--- src/rtl/fcgl_pkg.sv ---
`default_nettype none
package fcgl_pkg;

  localparam int WINDOW_DEPTH_DEF = 1024;
  localparam int SCALED_W = 48;

  typedef enum logic [1:0] {
    OP_LOAD   = 2'd0,
    OP_STEP   = 2'd1,
    OP_WEIGHT = 2'd2
  } opcode_t;

  typedef enum logic [1:0] {
    CFG_SYSTEM      = 2'd0,
    CFG_MEM_LENGTH  = 2'd1,
    CFG_STEP_SCALE  = 2'd2
  } cfg_index_t;

  typedef enum logic [1:0] {
    SYS_LORENZ  = 2'd0,
    SYS_ROSSLER = 2'd1,
    SYS_CHEN    = 2'd2
  } system_t;

  localparam logic [1:0]  SYSTEM_RST     = 2'd0;
  localparam logic [9:0]  MEM_LENGTH_RST = 10'd1023;
  localparam logic [31:0] STEP_SCALE_RST = 32'd47081288;

  typedef struct packed {
    logic [1:0]         opcode;
    logic signed [31:0] init_x;
    logic signed [31:0] init_y;
    logic signed [31:0] init_z;
    logic [9:0]         weight_index;
    logic signed [31:0] weight_value;
  } cmd_t;

  typedef struct packed {
    logic [31:0]        step_number;
    logic signed [31:0] out_x;
    logic signed [31:0] out_y;
    logic signed [31:0] out_z;
    logic               saturated;
  } result_t;

  typedef struct packed {
    logic signed [31:0] x;
    logic signed [31:0] y;
    logic signed [31:0] z;
  } state_t;

  typedef struct packed {
    logic signed [SCALED_W-1:0] dx;
    logic signed [SCALED_W-1:0] dy;
    logic signed [SCALED_W-1:0] dz;
  } scaled_t;

endpackage
`default_nettype wire

--- src/rtl/fcgl_field.sv ---
`default_nettype none
module fcgl_field (
  input  wire logic                   clk,
  input  wire logic                   rst,
  input  wire logic                   start,
  input  wire logic [1:0]             sel,
  input  wire logic [31:0]            scale,
  input  wire fcgl_pkg::state_t       st,
  output logic                        done,
  output fcgl_pkg::scaled_t           dvec
);

  typedef struct packed {
    logic signed [33:0] a;
    logic signed [33:0] b;
  } operand_t;

  localparam logic [2:0] OPS_SCALE_LO = 3'd3;
  localparam logic [2:0] OPS_SCALE_HI = 3'd4;

  localparam logic signed [33:0] ONE_Q20   = 34'sd1048576;
  localparam logic signed [33:0] L_SIGMA   = 34'sd10485760;
  localparam logic signed [33:0] L_RHO     = 34'sd29360128;
  localparam logic signed [33:0] L_BETA    = 34'sd2796203;
  localparam logic signed [33:0] R_A       = 34'sd209715;
  localparam logic signed [33:0] R_C       = 34'sd5976883;
  localparam logic signed [33:0] C_A       = 34'sd7864320;
  localparam logic signed [33:0] C_B       = 34'sd2621440;
  localparam logic signed [33:0] C_C       = 34'sd5242880;

  function automatic operand_t term_operands(input logic [1:0] s, input logic [1:0] c,
                                             input logic [2:0] k, input fcgl_pkg::state_t v);
    logic signed [33:0] xs, ys, zs;
    operand_t r;
    xs = 34'(v.x);
    ys = 34'(v.y);
    zs = 34'(v.z);
    r.a = '0;
    r.b = '0;
    case (s)
      fcgl_pkg::SYS_ROSSLER: begin
        case ({c, k})
          5'b00_000: begin r.a = ys + zs; r.b = -ONE_Q20; end
          5'b01_000: begin r.a = xs;      r.b = ONE_Q20;  end
          5'b01_001: begin r.a = ys;      r.b = R_A;      end
          5'b10_000: begin r.a = R_A;     r.b = ONE_Q20;  end
          5'b10_001: begin r.a = zs;      r.b = xs - R_C; end
          default: ;
        endcase
      end
      fcgl_pkg::SYS_CHEN: begin
        case ({c, k})
          5'b00_000: begin r.a = ys - xs; r.b = C_A;      end
          5'b01_000: begin r.a = xs;      r.b = -C_B;     end
          5'b01_001: begin r.a = xs;      r.b = -zs;      end
          5'b01_010: begin r.a = ys;      r.b = C_C;      end
          5'b10_000: begin r.a = xs;      r.b = ys;       end
          5'b10_001: begin r.a = zs;      r.b = -ONE_Q20; end
          default: ;
        endcase
      end
      default: begin
        case ({c, k})
          5'b00_000: begin r.a = ys - xs; r.b = L_SIGMA;  end
          5'b01_000: begin r.a = xs;      r.b = L_RHO;    end
          5'b01_001: begin r.a = ys;      r.b = -ONE_Q20; end
          5'b01_010: begin r.a = xs;      r.b = -zs;      end
          5'b10_000: begin r.a = xs;      r.b = ys;       end
          5'b10_001: begin r.a = zs;      r.b = -L_BETA;  end
          default: ;
        endcase
      end
    endcase
    return r;
  endfunction

  logic                       active;
  logic [1:0]                 comp;
  logic [2:0]                 op;
  logic [1:0]                 phase;
  fcgl_pkg::state_t           st_q;
  logic [1:0]                 sel_q;
  logic [31:0]                scale_q;
  logic signed [33:0]         opa, opb;
  logic signed [67:0]         prod;
  logic signed [67:0]         acc;
  logic [31:0]                plo_hi;

  operand_t                   term;
  operand_t                   opr;
  logic signed [67:0]         mag;
  logic signed [67:0]         asum;
  logic signed [67:0]         rr;
  logic signed [fcgl_pkg::SCALED_W-1:0] rnd;
  logic signed [fcgl_pkg::SCALED_W-1:0] scaled;

  always_comb begin
    mag  = acc[67] ? -acc : acc;
    term = term_operands(sel_q, comp, op, st_q);
    if (op == OPS_SCALE_LO) begin
      opr.a = $signed({2'b00, mag[31:0]});
      opr.b = $signed({2'b00, scale_q});
    end else if (op == OPS_SCALE_HI) begin
      opr.a = $signed({1'b0, mag[64:32]});
      opr.b = $signed({2'b00, scale_q});
    end else begin
      opr = term;
    end
    asum   = prod + $signed({36'd0, plo_hi});
    rr     = (asum + (68'sd1 <<< 19)) >>> 20;
    rnd    = fcgl_pkg::SCALED_W'(rr);
    scaled = acc[67] ? -rnd : rnd;
  end

  always_ff @(posedge clk) begin
    if (rst) begin
      active <= 1'b0;
      done   <= 1'b0;
      comp   <= '0;
      op     <= '0;
      phase  <= '0;
    end else begin
      done <= 1'b0;
      if (start) begin
        active <= 1'b1;
        comp   <= '0;
        op     <= '0;
        phase  <= '0;
      end else if (active) begin
        case (phase)
          2'd0: phase <= 2'd1;
          2'd1: phase <= 2'd2;
          default: begin
            phase <= 2'd0;
            if (op == OPS_SCALE_HI) begin
              op <= '0;
              if (comp == 2'd2) begin
                active <= 1'b0;
                done   <= 1'b1;
              end else begin
                comp <= comp + 2'd1;
              end
            end else begin
              op <= op + 3'd1;
            end
          end
        endcase
      end
    end
  end

  always_ff @(posedge clk) begin
    if (start) begin
      st_q    <= st;
      sel_q   <= sel;
      scale_q <= scale;
      acc     <= '0;
    end else if (active) begin
      case (phase)
        2'd0: begin
          opa <= opr.a;
          opb <= opr.b;
        end
        2'd1: prod <= opa * opb;
        default: begin
          if (op == OPS_SCALE_LO) begin
            plo_hi <= prod[63:32];
          end else if (op == OPS_SCALE_HI) begin
            acc <= '0;
            case (comp)
              2'd0:    dvec.dx <= scaled;
              2'd1:    dvec.dy <= scaled;
              default: dvec.dz <= scaled;
            endcase
          end else begin
            acc <= acc + prod;
          end
        end
      endcase
    end
  end

endmodule
`default_nettype wire

--- config.mk ---
export PLATFORM = sky130hd
export DESIGN_NAME = fcgl_field
export DESIGN_NICKNAME = d
export VERILOG_FILES = /design/src/rtl/fcgl_pkg.sv /design/src/rtl/fcgl_field.sv
export SDC_FILE = /design/constraint.sdc
export NUM_CORES = 2
export LEC_CHECK = 0
export ABC_AREA = 0
export BUFFER_PORTS_ARGS = -buffer_cell sky130_fd_sc_hd__buf_4
export CAP_MARGIN = 10
export CORE_UTILIZATION = 60
export CTS_BUF_LIST = sky130_fd_sc_hd__clkbuf_8 sky130_fd_sc_hd__clkbuf_16
export DETAILED_ROUTE_END_ITERATION = 16
export GPL_TIMING_DRIVEN = 0
export PLACE_DENSITY = 0.89
export SLEW_MARGIN = 20
export SYNTH_ARGS = -nofsm -noshare
export SYNTH_HDL_FRONTEND = slang
export SYNTH_SLANG_ARGS = --single-unit
--- constraint.sdc ---
create_clock -name clk -period 12.85 [get_ports clk]
set_input_delay 0.6425 -clock clk [delete_from_list [all_inputs] [get_ports clk]]
set_output_delay 0.6425 -clock clk [all_outputs]
set_load 0.05 [all_outputs]
==> impl_metrics.prom <==
# TYPE chip_impl_metric gauge
chip_impl_info{name="status",value="completed"} 1
chip_impl_metric{name="grt_pass1_wl",unit="um"} 451000
chip_impl_metric{name="final_cell_count_no_fill",unit=""} 9921
chip_impl_metric{name="synth_enable_flop_cells",unit=""} 442
chip_impl_metric{name="synth-warning-count",unit=""} 0
chip_impl_metric{name="start_util",unit="%"} 60.5
chip_impl_info{name="netlist_top_cells_area",value="fa_1, edfxtp_1, ha_1"} 1
chip_impl_info{name="synth.most_common_cell",value="inv_1"} 1
chip_impl_metric{name="fin_tns_setup",unit="ns"} 0
chip_impl_metric{name="critical_path_required",unit="ns"} 13.18
chip_impl_metric{name="synth_top_area_share",unit="%"} 33.3
chip_impl_metric{name="area.growth.synth_to_final",unit="%"} 8.30
chip_impl_info{name="synth.cells.most_frequent",value="inv_1, fa_1, nand2_1, and2_1, edfxtp_1"} 1
chip_impl_metric{name="antenna_found_initial",unit=""} 51
chip_impl_metric{name="residual_drc",unit=""} 0
chip_impl_metric{name="layout_worst_path_cycle_share",unit="%"} 92.0
chip_impl_info{name="cpMaxStageDelayCell",value="edfxtp_1"} 1
chip_impl_metric{name="cts-htree-levels",unit=""} 2
chip_impl_metric{name="placeableCoreArea",unit="um2"} 124000
chip_impl_metric{name="postSynth.asyncResetShare",unit="%"} 0
chip_impl_metric{name="clock_buffers_created_by_tritoncts",unit=""} 52
chip_impl_info{name="worstHoldPathType",value="in -> reg"} 1
chip_impl_info{name="worstSetupPathType",value="reg -> reg"} 1
chip_impl_metric{name="firstDrtPassIters",unit=""} 15
chip_impl_metric{name="num_vias",unit=""} 66100
chip_impl_metric{name="max-clock-path-buffers",unit=""} 3
chip_impl_metric{name="avgRoutedWirePerCell",unit="um"} 31.9
chip_impl_metric{name="max_cap_viol_count",unit=""} 0
chip_impl_metric{name="multi_input_area",unit="um2"} 53500
chip_impl_metric{name="dpl.hpwl",unit="um"} 260000
chip_impl_metric{name="synth_fp_nets",unit=""} 9642
chip_impl_metric{name="postSynthRegisterBits",unit=""} 519
chip_impl_metric{name="weighted_congestion_reported_at_the_end_of_routability_driven_placement",unit=""} 1.08
chip_impl_metric{name="worst_clock_skew",unit="ns"} 0.0472
chip_impl_metric{name="source_to_sink_clock_delay_at_the_later_pin_of_the_worst_skew_pair",unit="ns"} 0.67
chip_impl_metric{name="tightestPinTransition",unit="ns"} 1.41
chip_impl_metric{name="layout_fillers",unit=""} 9905
chip_impl_metric{name="drc_marker_count_from_the_first_detailed_route_iteration",unit=""} 10200
chip_impl_metric{name="worst_setup_hold_path_clk_slew",unit="ns"} 0.06
chip_impl_metric{name="period_minus_slack",unit="ns"} 11.82
chip_impl_metric{name="finalSetupViolations",unit=""} 0
chip_impl_metric{name="ys_types",unit=""} 91
chip_impl_info{name="cts_tree",value="built"} 1
chip_impl_metric{name="dieArea",unit="um2"} 126000
chip_impl_metric{name="clock_sinks",unit=""} 519
chip_impl_metric{name="detail_route.vias_per_cell",unit=""} 6.67
chip_impl_metric{name="floorplan.io_pins",unit=""} 278
chip_impl_metric{name="crit_path_max_incr_delay",unit="ns"} 0.89
chip_impl_metric{name="port-buffer-count",unit=""} 277
chip_impl_metric{name="placedCellCount",unit=""} 9792
chip_impl_info{name="critical-path-top-cell-by-count",value="fa_1"} 1
chip_impl_metric{name="detail-route-antenna-nets",unit=""} 0
chip_impl_info{name="ys.flop_type",value="edfxtp_1"} 1
chip_impl_info{name="critical-path-top-delay-family",value="adder cells"} 1
chip_impl_metric{name="mappedNetlistArea",unit="um2"} 74800
chip_impl_metric{name="drive_gt1_share",unit="%"} 5.45
chip_impl_metric{name="globalRoute.totalOverflow",unit=""} 0
chip_impl_metric{name="ctsResizeCount",unit=""} 0
chip_impl_metric{name="cts_hold_repair.buffers",unit=""} 0
chip_impl_metric{name="final_net_count",unit=""} 9998
chip_impl_metric{name="timing.slew.headroom",unit="%"} 6.11
chip_impl_info{name="synthDominantAreaCellType",value="fa_1"} 1
chip_impl_metric{name="totalWireLength",unit="um"} 316000
chip_impl_metric{name="syn_area_per_cell",unit="um2"} 9.53
chip_impl_metric{name="count_of_standard_cell_rows",unit=""} 129
chip_impl_metric{name="hold_viol",unit=""} 0
chip_impl_metric{name="die_h",unit="um"} 355
chip_impl_info{name="timing.critical_path.to_type",value="flip-flop"} 1
chip_impl_metric{name="crit_path_arrival_time",unit="ns"} 12.15
chip_impl_metric{name="cp.buffers_inverters",unit=""} 5
chip_impl_metric{name="register_area",unit="um2"} 14800
chip_impl_info{name="worstSetupStartpointType",value="flip-flop"} 1
chip_impl_metric{name="timing_max_transition_violations_final",unit=""} 0
chip_impl_metric{name="largest_fanout_on_the_critical_path",unit=""} 10
chip_impl_metric{name="largest_net_degree_at_the_start_of_global_routing",unit=""} 75
chip_impl_metric{name="via_count_of_the_first_global_routing_pass",unit=""} 66200
chip_impl_info{name="clock-root-buffer",value="clkbuf_16"} 1
chip_impl_info{name="unrepaired_setup_endpoints_after_global_routing",value="no"} 1
chip_impl_metric{name="post_cts_setup_buffer_count",unit=""} 0
chip_impl_metric{name="synth_sequential_area_ratio",unit="%"} 19.8
chip_impl_metric{name="max_freq",unit="MHz"} 84.6
chip_impl_metric{name="all_layer_global_routing_usage",unit="%"} 50.2
chip_impl_metric{name="gate_count_of_the_mapped_netlist",unit=""} 7854
chip_impl_metric{name="die-width",unit="um"} 355
registers in the layout, indices dropped and copies added, names as in the netlist:
signal   cells
opb         34
active       1
opa         34
op           3
done         1
comp         2
st_q        96
dvec       144
sel_q        2
acc         68
scale_q     32
plo_hi      32
prod        68
phase        2
logic make-up (layout without fill, tap and decap cells):
family | after synthesis | in the layout | synth area share, %
buffers and inverters | 1754 | 2152 | 8.81
muxes | 13 | 13 | 0.184
xor gates and xnor gates | 381 | 381 | 4.46
adders and majority gates | 1655 | 1655 | 40.2
AOI/OAI and AO/OA | 1359 | 1359 | 12.1
other | 0 | 32 | 0
DFF | 519 | 519 | 19.8
and+or+nand+nor | 2173 | 2173 | 14.5
area by class of cell:
cell class,instances,share of cell area (%)
sequential,519,18.3
inverter,1353,6.27
timing repair buffer,302,2.84
clock buffer,54,1.65
multi-input combinational,5581,66.0
buffer,401,1.88
clock inverter,42,0.442
tap,1637,2.53
antenna,32,0.0988
worst paths after layout:
path	startpoint	endpoint	slack [ns]	cells past startpoint
setup / recovery	opb[33]	prod[65]	1.03	27
setup reg to reg	opb[33]	prod[65]	1.03	27
hold reg to reg	acc[66]	acc[66]	0.50	1
hold / removal	rst	active	0.14	2
through the flow:
step           setup WS, ns  cell area [um2]  util [%]  hold slack [ns]
6_report               1.03            81000      65.5            0.135
3_3_place_gp           1.75            78900      63.8            0.466
5_1_grt                1.02            81000      65.5            0.138
2_1_floorplan          4.82            74800         -            0.454
3_5_place_dp           1.58            79200      64.1            0.478
4_1_cts                1.55            80900      65.4            0.120
worst reg2reg max path: cells and delay by family (launching register included):
family,cells,cell delay [ns]
XOR/XNOR,1,0.72
buffers and inverters,5,1.83
AO/OA/AOI/OAI,7,2.28
adder cells (fa/ha/maj),9,4.49
flip-flops,1,0.89
AND/OR/NAND/NOR,5,1.28
layer usage:
layer	up-vias	share of wire (%)	global-route usage [%]
met1	32700	34	62.5
met2	5542	42	73.5
met4	28	8.2	32.4
met3	1497	15	18.4
met5	-	0.14	1.55
li1	26300	-	-
placed cells by master (no fill, tap or decap), types with 25 or more instances in the layout:
master,instances
diode_2,32
o21bai_1,35
and2_1,620
clkbuf_16,53
clkbuf_1,378
fa_1,1242
nand2b_1,43
a21o_1,118
a22oi_1,110
and3_1,34
nand4_1,53
a211oi_1,42
o21ai_0,250
or3_1,36
a221oi_1,54
o21a_1,36
edfxtp_1,442
nor3_1,83
nand3_1,86
a21oi_1,351
a31oi_1,42
o211ai_1,26
inv_1,1361
nor2_1,276
xor2_1,128
dfxtp_1,77
ha_1,410
nand2_1,799
o31ai_1,44
nor2b_1,25
xnor2_1,253
buf_4,297
a222oi_1,34
nor4_1,25
Power is not shown: default switching activity piles up to over one toggle a cycle in this logic, so the estimate is an artifact.
